$ cat config.mk
export PLATFORM = sky130hd
export DESIGN_NAME = wav_stream_decoder
export DESIGN_NICKNAME = d
export VERILOG_FILES = /design/src/rtl/core/wsd_pkg.sv /design/src/rtl/core/wsd_front.sv /design/src/rtl/core/wsd_queue.sv /design/src/rtl/core/wsd_back.sv /design/src/rtl/core/wav_stream_decoder.sv
export SDC_FILE = /design/constraint.sdc
export NUM_CORES = 2
export LEC_CHECK = 0
export BUFFER_PORTS_ARGS = -buffer_cell sky130_fd_sc_hd__buf_2
export CAP_MARGIN = 20
export CORE_MARGIN = 3
export CORE_UTILIZATION = 35
export CTS_CLUSTER_SIZE = 8
export DETAILED_ROUTE_END_ITERATION = 8
export GPL_ROUTABILITY_DRIVEN = 0
export PLACE_DENSITY = 0.53
export SLEW_MARGIN = 20
export SYNTH_ARGS = -nofsm -noshare
export SYNTH_HDL_FRONTEND = slang
export SYNTH_SLANG_ARGS = --single-unit
export TNS_END_PERCENT = 10
$ cat constraint.sdc
create_clock -name clk -period 15.7 [get_ports clk]
set_input_delay 1.57 -clock clk [delete_from_list [all_inputs] [get_ports clk]]
set_output_delay 1.57 -clock clk [all_outputs]
set_load 0.01 [all_outputs]
$ cat src/rtl/core/wsd_pkg.sv
`default_nettype none
// ----------------------------------------------------------------------------
// wsd_pkg
// shared types and constants of the wav stream decoder
// ----------------------------------------------------------------------------
package wsd_pkg;

  // result kinds
  localparam logic [1:0] KIND_FORMAT = 2'd0;
  localparam logic [1:0] KIND_SAMPLE = 2'd1;
  localparam logic [1:0] KIND_ERROR  = 2'd2;

  // error codes
  localparam logic [2:0] ERR_RIFF   = 3'd0;
  localparam logic [2:0] ERR_FMTID  = 3'd1;
  localparam logic [2:0] ERR_FORMAT = 3'd2;
  localparam logic [2:0] ERR_DEPTH  = 3'd3;
  localparam logic [2:0] ERR_JUNK   = 3'd4;
  localparam logic [2:0] ERR_NODATA = 3'd5;

  // chunk tags, little endian
  localparam logic [31:0] TAG_RIFF = 32'h4646_4952;
  localparam logic [31:0] TAG_WAVE = 32'h4556_4157;
  localparam logic [31:0] TAG_JUNK = 32'h4B4E_554A;
  localparam logic [31:0] TAG_FMT  = 32'h2074_6D66;
  localparam logic [31:0] TAG_DATA = 32'h6174_6164;
  localparam logic [31:0] ASSUMED_RATE = 32'd44100;

  // sample kinds handed to the back end
  localparam logic [1:0] SK_16 = 2'd0;
  localparam logic [1:0] SK_24 = 2'd1;
  localparam logic [1:0] SK_FL = 2'd2;

  // word from front end to back end
  typedef struct packed {
    logic [1:0]  kind;
    logic [1:0]  skind;
    logic [31:0] raw;
    logic [15:0] chans;
    logic [31:0] rate;
    logic [5:0]  bits;
    logic        assumed;
    logic [2:0]  err;
  } wsd_word_t;

  // result word
  typedef struct packed {
    logic [1:0]  kind;
    logic [23:0] smp;
    logic [15:0] chans;
    logic [31:0] rate;
    logic [5:0]  bits;
    logic        assumed;
    logic [2:0]  err;
  } wsd_res_t;

endpackage
`default_nettype wire

$ cat src/rtl/core/wsd_front.sv
`default_nettype none
// ----------------------------------------------------------------------------
// wsd_front
// byte parser: header, chunk walk and sample assembly
// ----------------------------------------------------------------------------
module wsd_front (
  input  wire logic              clk,
  input  wire logic              rst_n,
  input  wire logic              in_valid,
  input  wire logic [7:0]        in_byte,
  input  wire logic              in_sof,
  input  wire logic              in_eof,
  output logic                   wr_en,
  output wsd_pkg::wsd_word_t     wr_word
);

  typedef enum logic [8:0] {
    PH_HDR   = 9'b000000001,
    PH_FMT   = 9'b000000010,
    PH_JSKIP = 9'b000000100,
    PH_JNEXT = 9'b000001000,
    PH_CHUNK = 9'b000010000,
    PH_SKIP  = 9'b000100000,
    PH_DATA  = 9'b001000000,
    PH_DONE  = 9'b010000000,
    PH_HALT  = 9'b100000000
  } phase_t;

  phase_t      phase_r, phase_nxt, ph;
  logic [4:0]  off_r, off_nxt, off;
  logic [31:0] tag_r, tag_nxt;
  logic [31:0] skip_r, skip_nxt;
  logic [15:0] fmt_r, fmt_nxt;
  logic [15:0] chan_r, chan_nxt;
  logic [31:0] rate_r, rate_nxt;
  logic [15:0] bits_r, bits_nxt;
  logic [31:0] dleft_r, dleft_nxt;
  logic [31:0] smp_r, smp_nxt;
  logic [1:0]  pos_r, pos_nxt;
  logic        junk_r, junk_nxt;
  logic [3:0]  err;
  logic [1:0]  last;

  // state update, one byte a cycle while in_valid is high
  always_comb begin
    ph        = in_sof ? PH_HDR : phase_r;
    off       = in_sof ? 5'd0 : off_r;
    tag_nxt   = {in_byte, tag_r[31:8]};
    phase_nxt = ph;
    off_nxt   = off;
    skip_nxt  = in_sof ? 32'd0 : skip_r;
    fmt_nxt   = in_sof ? 16'd0 : fmt_r;
    chan_nxt  = in_sof ? 16'd0 : chan_r;
    rate_nxt  = in_sof ? 32'd0 : rate_r;
    bits_nxt  = in_sof ? 16'd0 : bits_r;
    dleft_nxt = in_sof ? 32'd0 : dleft_r;
    smp_nxt   = in_sof ? 32'd0 : smp_r;
    pos_nxt   = in_sof ? 2'd0 : pos_r;
    junk_nxt  = in_sof ? 1'b0 : junk_r;
    if (in_sof) tag_nxt = {in_byte, 24'd0};
    err       = 4'd8;
    last      = bits_r[4:3] - 2'd1;
    if (bits_r == 16'd32) last = 2'd3;
    wr_en     = 1'b0;
    wr_word   = '0;
    case (ph)
      PH_HDR: begin
        off_nxt = off + 5'd1;
        if (off == 5'd3 && tag_nxt != wsd_pkg::TAG_RIFF) err = {1'b0, wsd_pkg::ERR_RIFF};
        else if (off == 5'd11 && tag_nxt != wsd_pkg::TAG_WAVE)
          err = {1'b0, wsd_pkg::ERR_RIFF};
        else if (off == 5'd15) begin
          if (tag_nxt == wsd_pkg::TAG_JUNK) junk_nxt = 1'b1;
          else if (tag_nxt != wsd_pkg::TAG_FMT) err = {1'b0, wsd_pkg::ERR_FMTID};
        end else if (off == 5'd19) begin
          off_nxt = 5'd0;
          if (junk_nxt) begin
            skip_nxt  = tag_nxt;
            phase_nxt = (tag_nxt != 32'd0) ? PH_JSKIP : PH_JNEXT;
          end else begin
            phase_nxt = PH_FMT;
          end
        end
      end
      PH_FMT: begin
        off_nxt = off + 5'd1;
        if (off == 5'd1) fmt_nxt = tag_nxt[31:16];
        else if (off == 5'd3) chan_nxt = tag_nxt[31:16];
        else if (off == 5'd7) rate_nxt = tag_nxt;
        else if (off == 5'd15) begin
          bits_nxt = tag_nxt[31:16];
          if (fmt_nxt != 16'd1 && fmt_nxt != 16'd3) err = {1'b0, wsd_pkg::ERR_FORMAT};
          else if (bits_nxt != 16'd16 && bits_nxt != 16'd24 && bits_nxt != 16'd32)
            err = {1'b0, wsd_pkg::ERR_DEPTH};
          off_nxt   = 5'd0;
          phase_nxt = PH_CHUNK;
        end
      end
      PH_JSKIP, PH_SKIP: begin
        skip_nxt = skip_r - 32'd1;
        if (skip_nxt == 32'd0) begin
          phase_nxt = (ph == PH_JSKIP) ? PH_JNEXT : PH_CHUNK;
          off_nxt   = 5'd0;
        end
      end
      PH_JNEXT, PH_CHUNK: begin
        off_nxt = off + 5'd1;
        if (off == 5'd3) smp_nxt = tag_nxt;
        if (off == 5'd7) begin
          off_nxt = 5'd0;
          if (ph == PH_JNEXT && smp_nxt == wsd_pkg::TAG_FMT) begin
            phase_nxt = PH_FMT;
          end else if (smp_nxt == wsd_pkg::TAG_DATA) begin
            if (ph == PH_JNEXT) begin
              fmt_nxt  = 16'd1;
              chan_nxt = 16'd2;
              rate_nxt = wsd_pkg::ASSUMED_RATE;
              bits_nxt = 16'd16;
            end
            dleft_nxt = tag_nxt;
            smp_nxt   = 32'd0;
            pos_nxt   = 2'd0;
            phase_nxt = (tag_nxt != 32'd0) ? PH_DATA : PH_DONE;
            wr_en         = 1'b1;
            wr_word.kind  = wsd_pkg::KIND_FORMAT;
            wr_word.chans = chan_nxt;
            wr_word.rate  = rate_nxt;
            wr_word.bits  = bits_nxt[5:0];
            wr_word.assumed = (ph == PH_JNEXT);
          end else if (ph == PH_JNEXT) begin
            err = {1'b0, wsd_pkg::ERR_JUNK};
          end else begin
            skip_nxt = tag_nxt;
            if (tag_nxt != 32'd0) phase_nxt = PH_SKIP;
          end
        end
      end
      PH_DATA: begin
        smp_nxt   = {in_byte, smp_r[31:8]};
        dleft_nxt = dleft_r - 32'd1;
        if (pos_r >= last) begin
          wr_en        = 1'b1;
          wr_word.kind = wsd_pkg::KIND_SAMPLE;
          wr_word.raw  = smp_nxt;
          wr_word.skind = (bits_r == 16'd16) ? wsd_pkg::SK_16 :
                          (bits_r == 16'd24) ? wsd_pkg::SK_24 : wsd_pkg::SK_FL;
          pos_nxt = 2'd0;
        end else begin
          pos_nxt = pos_r + 2'd1;
        end
        if (dleft_nxt == 32'd0) phase_nxt = PH_DONE;
      end
      default: ;
    endcase
    // error and end of file
    if (err != 4'd8) begin
      wr_en        = 1'b1;
      wr_word      = '0;
      wr_word.kind = wsd_pkg::KIND_ERROR;
      wr_word.err  = err[2:0];
      phase_nxt    = PH_HALT;
    end
    if (in_eof) begin
      if (!wr_en && (ph == PH_HDR || ph == PH_FMT || ph == PH_JSKIP || ph == PH_JNEXT ||
                     ph == PH_CHUNK || ph == PH_SKIP)) begin
        wr_en        = 1'b1;
        wr_word      = '0;
        wr_word.kind = wsd_pkg::KIND_ERROR;
        wr_word.err  = wsd_pkg::ERR_NODATA;
      end
      phase_nxt = PH_HALT;
    end
    wr_en = wr_en & in_valid;
  end

  // state registers
  always_ff @(posedge clk) begin
    if (!rst_n) begin
      phase_r <= PH_HDR;
      off_r   <= '0;
      tag_r   <= '0;
      skip_r  <= '0;
      fmt_r   <= '0;
      chan_r  <= '0;
      rate_r  <= '0;
      bits_r  <= '0;
      dleft_r <= '0;
      smp_r   <= '0;
      pos_r   <= '0;
      junk_r  <= 1'b0;
    end else if (in_valid) begin
      phase_r <= phase_nxt;
      off_r   <= off_nxt;
      tag_r   <= tag_nxt;
      skip_r  <= skip_nxt;
      fmt_r   <= fmt_nxt;
      chan_r  <= chan_nxt;
      rate_r  <= rate_nxt;
      bits_r  <= bits_nxt;
      dleft_r <= dleft_nxt;
      smp_r   <= smp_nxt;
      pos_r   <= pos_nxt;
      junk_r  <= junk_nxt;
    end
  end

endmodule
`default_nettype wire

$ cat src/rtl/core/wsd_queue.sv
`default_nettype none
// ----------------------------------------------------------------------------
// wsd_queue
// four-entry queue between parser and sample converter
// ----------------------------------------------------------------------------
module wsd_queue (
  input  wire logic               clk,
  input  wire logic               rst_n,
  input  wire logic               wr_en,
  input  wsd_pkg::wsd_word_t      wr_word,
  output logic                    space,
  output logic                    rd_valid,
  input  wire logic               rd_en,
  output wsd_pkg::wsd_word_t      rd_word
);

  wsd_pkg::wsd_word_t mem_r [4];
  logic [1:0] wp_r, rp_r;
  logic [2:0] cnt_r;

  assign rd_valid = (cnt_r != 3'd0);
  assign space    = (cnt_r < 3'd3);
  assign rd_word  = mem_r[rp_r];

  // storage
  always_ff @(posedge clk) begin
    if (wr_en) mem_r[wp_r] <= wr_word;
  end

  // pointers
  always_ff @(posedge clk) begin
    if (!rst_n) begin
      wp_r  <= '0;
      rp_r  <= '0;
      cnt_r <= '0;
    end else begin
      if (wr_en) wp_r <= wp_r + 2'd1;
      if (rd_en) rp_r <= rp_r + 2'd1;
      cnt_r <= cnt_r + {2'd0, wr_en} - {2'd0, rd_en};
    end
  end

endmodule
`default_nettype wire

$ cat src/rtl/core/wsd_back.sv
`default_nettype none
// ----------------------------------------------------------------------------
// wsd_back
// sample conversion to q1.23 and output register
// ----------------------------------------------------------------------------
module wsd_back (
  input  wire logic               clk,
  input  wire logic               rst_n,
  input  wire logic               rd_valid,
  output logic                    rd_en,
  input  wsd_pkg::wsd_word_t      rd_word,
  output logic                    out_valid,
  input  wire logic               out_ready,
  output wsd_pkg::wsd_res_t       out_res
);

  logic              vld_r;
  wsd_pkg::wsd_res_t res_r, res_nxt;
  logic [7:0]  e;
  logic [22:0] m;
  logic [23:0] mant, mag;
  logic [7:0]  sh;
  logic [24:0] rnd;
  logic [23:0] q;

  // float to q1.23, round half away
  always_comb begin
    e    = rd_word.raw[30:23];
    m    = rd_word.raw[22:0];
    mant = (e == 8'd0) ? {1'b0, m} : {1'b1, m};
    sh   = (e == 8'd0) ? 8'd126 : 8'd127 - e;
    rnd  = {1'b0, mant} + (25'd1 << (sh[4:0] - 5'd1));
    mag  = (sh > 8'd25) ? 24'd0 : 24'(rnd >> sh[4:0]);
    if (e == 8'hFF && m != 23'd0) q = 24'h7FFFFF;
    else if (e >= 8'd127) q = rd_word.raw[31] ? 24'h800000 : 24'h7FFFFF;
    else if (!rd_word.raw[31]) q = (mag > 24'h7FFFFF) ? 24'h7FFFFF : mag;
    else q = 24'd0 - mag;
    res_nxt         = '0;
    res_nxt.kind    = rd_word.kind;
    res_nxt.chans   = rd_word.chans;
    res_nxt.rate    = rd_word.rate;
    res_nxt.bits    = rd_word.bits;
    res_nxt.assumed = rd_word.assumed;
    res_nxt.err     = rd_word.err;
    if (rd_word.kind == wsd_pkg::KIND_SAMPLE) begin
      case (rd_word.skind)
        wsd_pkg::SK_16: res_nxt.smp = {rd_word.raw[31:16], 8'd0};
        wsd_pkg::SK_24: res_nxt.smp = rd_word.raw[31:8];
        default:        res_nxt.smp = q;
      endcase
    end
  end

  assign rd_en     = rd_valid && (!vld_r || out_ready);
  assign out_valid = vld_r;
  assign out_res   = res_r;

  // output register
  always_ff @(posedge clk) begin
    if (!rst_n) vld_r <= 1'b0;
    else if (!vld_r || out_ready) vld_r <= rd_valid;
  end

  always_ff @(posedge clk) begin
    if (rd_en) res_r <= res_nxt;
  end

endmodule
`default_nettype wire

$ cat src/rtl/core/wav_stream_decoder.sv
`default_nettype none
// ----------------------------------------------------------------------------
// wav_stream_decoder
// streaming riff/wave parser giving format, q1.23 samples or an error
// ----------------------------------------------------------------------------
// Input channel: one file byte per word, tuser = start_of_file,
// tlast = end_of_file.
// Output channel: one result per word: format, sample or error code.
// The front parser takes one byte a cycle while in_tready is high and
// updates its state in that cycle; results go through a four-entry queue
// to the converter, which registers the output. A result goes through the
// queue and the output register to out_tvalid. Unstalled throughput is one
// byte per cycle; the limit is the parser's single state register.
// When the receiver stalls, the queue fills and in_tready drops once fewer
// than two entries are free; it rises again as results drain.
// Reset (synchronous) returns the parser to the file header and empties the
// queue and output register.
// ----------------------------------------------------------------------------
module wav_stream_decoder (
  input  wire logic         clk,
  input  wire logic         rst_n,
  input  wire logic         in_tvalid,
  output logic              in_tready,
  input  wire logic [7:0]   in_tdata,   // data_byte
  input  wire logic         in_tuser,   // start_of_file
  input  wire logic         in_tlast,   // end_of_file
  output logic              out_tvalid,
  input  wire logic         out_tready,
  output logic [87:0]       out_tdata,  // sample_value, out_channels, out_sample_rate,
                                        // out_bits, assumed_format, error_code, zero fill
  output logic [1:0]        out_tuser   // result_kind
);

  logic               acc, wr_en, space, rd_valid, rd_en;
  wsd_pkg::wsd_word_t wr_word, rd_word;
  wsd_pkg::wsd_res_t  res;

  assign in_tready = space;
  assign acc       = in_tvalid & in_tready;

  wsd_front u_front (
    .clk(clk), .rst_n(rst_n), .in_valid(acc), .in_byte(in_tdata),
    .in_sof(in_tuser), .in_eof(in_tlast), .wr_en(wr_en), .wr_word(wr_word)
  );

  wsd_queue u_queue (
    .clk(clk), .rst_n(rst_n), .wr_en(wr_en), .wr_word(wr_word), .space(space),
    .rd_valid(rd_valid), .rd_en(rd_en), .rd_word(rd_word)
  );

  wsd_back u_back (
    .clk(clk), .rst_n(rst_n), .rd_valid(rd_valid), .rd_en(rd_en), .rd_word(rd_word),
    .out_valid(out_tvalid), .out_ready(out_tready), .out_res(res)
  );

  // output packing
  assign out_tuser = res.kind;
  assign out_tdata = {6'd0, res.err, res.assumed, res.bits, res.rate, res.chans, res.smp};

  // checks
  a_kind: assert property (@(posedge clk) disable iff (!rst_n)
    out_tvalid |-> out_tuser != 2'd3) else $error("bad result kind");
  a_hold: assert property (@(posedge clk) disable iff (!rst_n)
    out_tvalid && !out_tready |=> out_tvalid) else $error("result dropped");
  a_room: assert property (@(posedge clk) disable iff (!rst_n)
    wr_en |-> acc) else $error("queue written without byte");

endmodule
`default_nettype wire
==> metrics.txt <==
area share of the largest cell type after synthesis=0.395; post-layout power=6.71 mW; initial antenna violation count=4; H-tree level count=3; clock sinks=686; root buffer cell=clkbuf_16; Worst R2R Path Depth=24; fmax=121 MHz; Avg Cell Area, Syn=10.7 µm²; metal3 WL=8630 µm; CTS clk-pin slew, worst paths=0.05 ns; total length of routed wires=109000 µm; synth unique cells=100; Reg area=0.0183 mm²; Synthesis Warnings=0; vias in the first global route=25600; Max Cap Viol=0; Post-synth EDFFs=460; status=complete, no violations; All-Layer GR Usage=0.205; Post-CTS Hold Buffers=0; synthesized instance count=3269; Top FF cell, synth=edfxtp_1; setup TNS=0 ns; core region area=0.0987 mm²; Skew-Pair Late Insertion Delay=0.67 ns; Longest Clk Path Bufs=3; Synth area leader=edfxtp_1; Post-Place Cell Area=0.0365 mm²; PwrDens=171 mW/mm²; min Tclk post-route=8.27 ns; 1st-iter DRT viols=3029; #FFs+latches synth=686; fin crit share=0.527; clock buffer count from CTS=95; gr ovfl total=0; Port Buffers=99; FFs w/ async S/R, synth=0; Pre-Repair DR Iteration Count=6; antenna-violating nets left=0; Crit Path Category=flip-flop to flip-flop; worst reg2reg endpoint=u_back.out_res[79]$_SDFFCE_PP0P_; Seq/Total Area, Yosys=0.525; slew margin rel.=0.291; Peak VDD IR=84.1 µV; # resized after CTS=0; WL/cell=23.5 µm; dominant cells by area after synthesis=edfxtp_1, dfxtp_1, mux4_2; Setup Fix Bufs, Post-CTS=0; final hold viol count=0; Remaining DRCs=0; hold path start=u_front.chan_r[7]$_SDFFE_PN0P_; Post-synth top cells=edfxtp_1, nand2_1, dfxtp_1; Crit path required time=16.07 ns; highest metal used=met5; count leader, synth=edfxtp_1; Pins Over Slew Limit=0; routed vias=26900; footprint of the multi-input gates=0.0156 mm²; largest net degree at the start of global routing=96; row cnt=115; synthesized cell area=0.0349 mm²; WL met2=48100 µm; I/O Pins=106; layout cells sized above 1=0.126; final instance area=0.0393 mm²; Lkg Pwr=13.3 nW; Critical Path End Type=flip-flop; Clock Skew=0.0379 ns; nets=3340; RSZ-0062 raised after global routing=no; area grow syn2layout=12.6%; CTS tree=yes; Critical Path End=u_back.out_res[79]$_SDFFCE_PP0P_; Die Y=322 µm; metal1 wirelength=49400 µm; Worst EP arrival=8.64 ns; HPWL Detailed=71700 µm; CP Max Fanout=43; HP Class=flip-flop to flip-flop; Worst Max-Slew Pin Slew=1.06 ns; reg2reg setup slack=7.43 ns; filler cell count=9500; first-pass GRT wire length=164000 µm; ANT cells=0; final setup fails=0; Initial Util=0.354; die width=322 µm; die area=0.104 mm²; Via-to-Cell Ratio=5.79; Critical Path Start Type=flip-flop
==> layout make-up <==
| cell class | instances | share of cell area |
|---|---|---|
| multi-input cells | 2307 | 0.396 |
| flip-flops and latches | 686 | 0.466 |
| well taps | 1287 | 0.0409 |
| inverters | 40 | 0.00382 |
| repair buffers | 150 | 0.0224 |
| clock inverters | 6 | 0.00324 |
| clock buffers | 165 | 0.0677 |
==> cells in the final DEF, fill, tap and decap left out, drive strengths merged, types with 26 or more instances in the layout <==
cell,count
ha,44
and3,66
inv,43
nor2,210
a21oi,185
nand3,60
or3,30
clkbuf,165
buf,150
o211ai,26
edfxtp,460
mux4,95
mux2i,37
nand2,321
and2,108
dfxtp,226
nor4,47
o21ai,229
xnor2,35
nor3,120
a31oi,35
nor2b,140
a21boi,44
a22oi,111
==> power by group <==
part           leakage [nW]  switching (mW)  internal, mW
combinational          5.68            1.62         0.872
clock                  1.32           0.767          1.14
sequential             6.27           0.116          2.19
total                  13.3            2.50          4.21
==> worst max-delay path: stages (launching register included) <==
cell and delay (ns):
dfxtp_4 0.86, mux4_2 0.91, inv_1 0.13, buf_4 0.27, nor2_1 0.13, nand2_1 0.22
nor3_1 0.07, a31oi_1 0.61, nor2_1 0.09, ha_1 0.43, a21oi_1 0.35, o221ai_1 0.33
nor2_1 0.30, a21oi_1 0.12, o311ai_2 0.61, o22ai_1 0.20, a211oi_2 0.47, o32a_1 0.43
nand2_1 0.13, nor3b_2 0.33, and3_1 0.34, nand3_1 0.14, xor2_1 0.17, o221ai_1 0.19
a211oi_1 0.10
==> state kept, by name, summed over array words and instances (netlist names), 9 cells and up, named ones only <==
name,flops
u_front.skip_r,32
u_back.out_res,84
u_queue.mem_r,376
u_front.rate_r,32
u_front.bits_r,16
u_front.tag_r,24
u_front.dleft_r,32
u_front.smp_r,32
u_front.phase_r,9
u_front.chan_r,16
u_front.fmt_r,15
==> per-layer routing <==
layer | GRT usage | vias to the layer above
met1 | 0.297 | 13200
met2 | 0.313 | 1129
li1 | - | 12400
met4 | 0.0592 | 2
met5 | 0 | -
met3 | 0.0403 | 186
==> kinds of logic (layout without fill, tap and decap cells) <==
family,count (synthesis),count (layout),share of synthesized area
buffers and inverters,281,361,0.0323
multiplexers,143,143,0.0755
adder cells (fa/ha/maj),46,46,0.0169
AND/OR/NAND/NOR,1221,1221,0.179
XOR/XNOR,59,59,0.0148
flip-flops,686,686,0.525
AO/OA/AOI/OAI,832,832,0.156
other,1,6,0.000107
==> through the flow <==
step,setup slack (ns),hold WS (ns),util,instances
global route,6.85,0.519,0.398,4641
floorplan,7.43,0.436,-,3274
detailed placement,7.58,0.474,0.370,4470
finish,7.43,0.476,0.398,4641
global placement,7.55,0.472,0.370,4470
CTS,7.55,0.481,0.398,4641
==> how the worst min path moves through the flow <==
stage | end | slack, ns | depth (start not counted)
detailed placement | u_front.chan_r[7]$_SDFFE_PN0P_ | 0.47 | 2
finish | u_front.chan_r[7]$_SDFFE_PN0P_ | 0.48 | 2
global route | u_front.rate_r[30]$_SDFFE_PN0P_ | 0.52 | 2
global placement | u_front.chan_r[7]$_SDFFE_PN0P_ | 0.47 | 2
floorplan | u_front.chan_r[7]$_SDFFE_PN0P_ | 0.44 | 2
CTS | u_front.chan_r[7]$_SDFFE_PN0P_ | 0.48 | 2
Power figures use the tool's default switching activity.
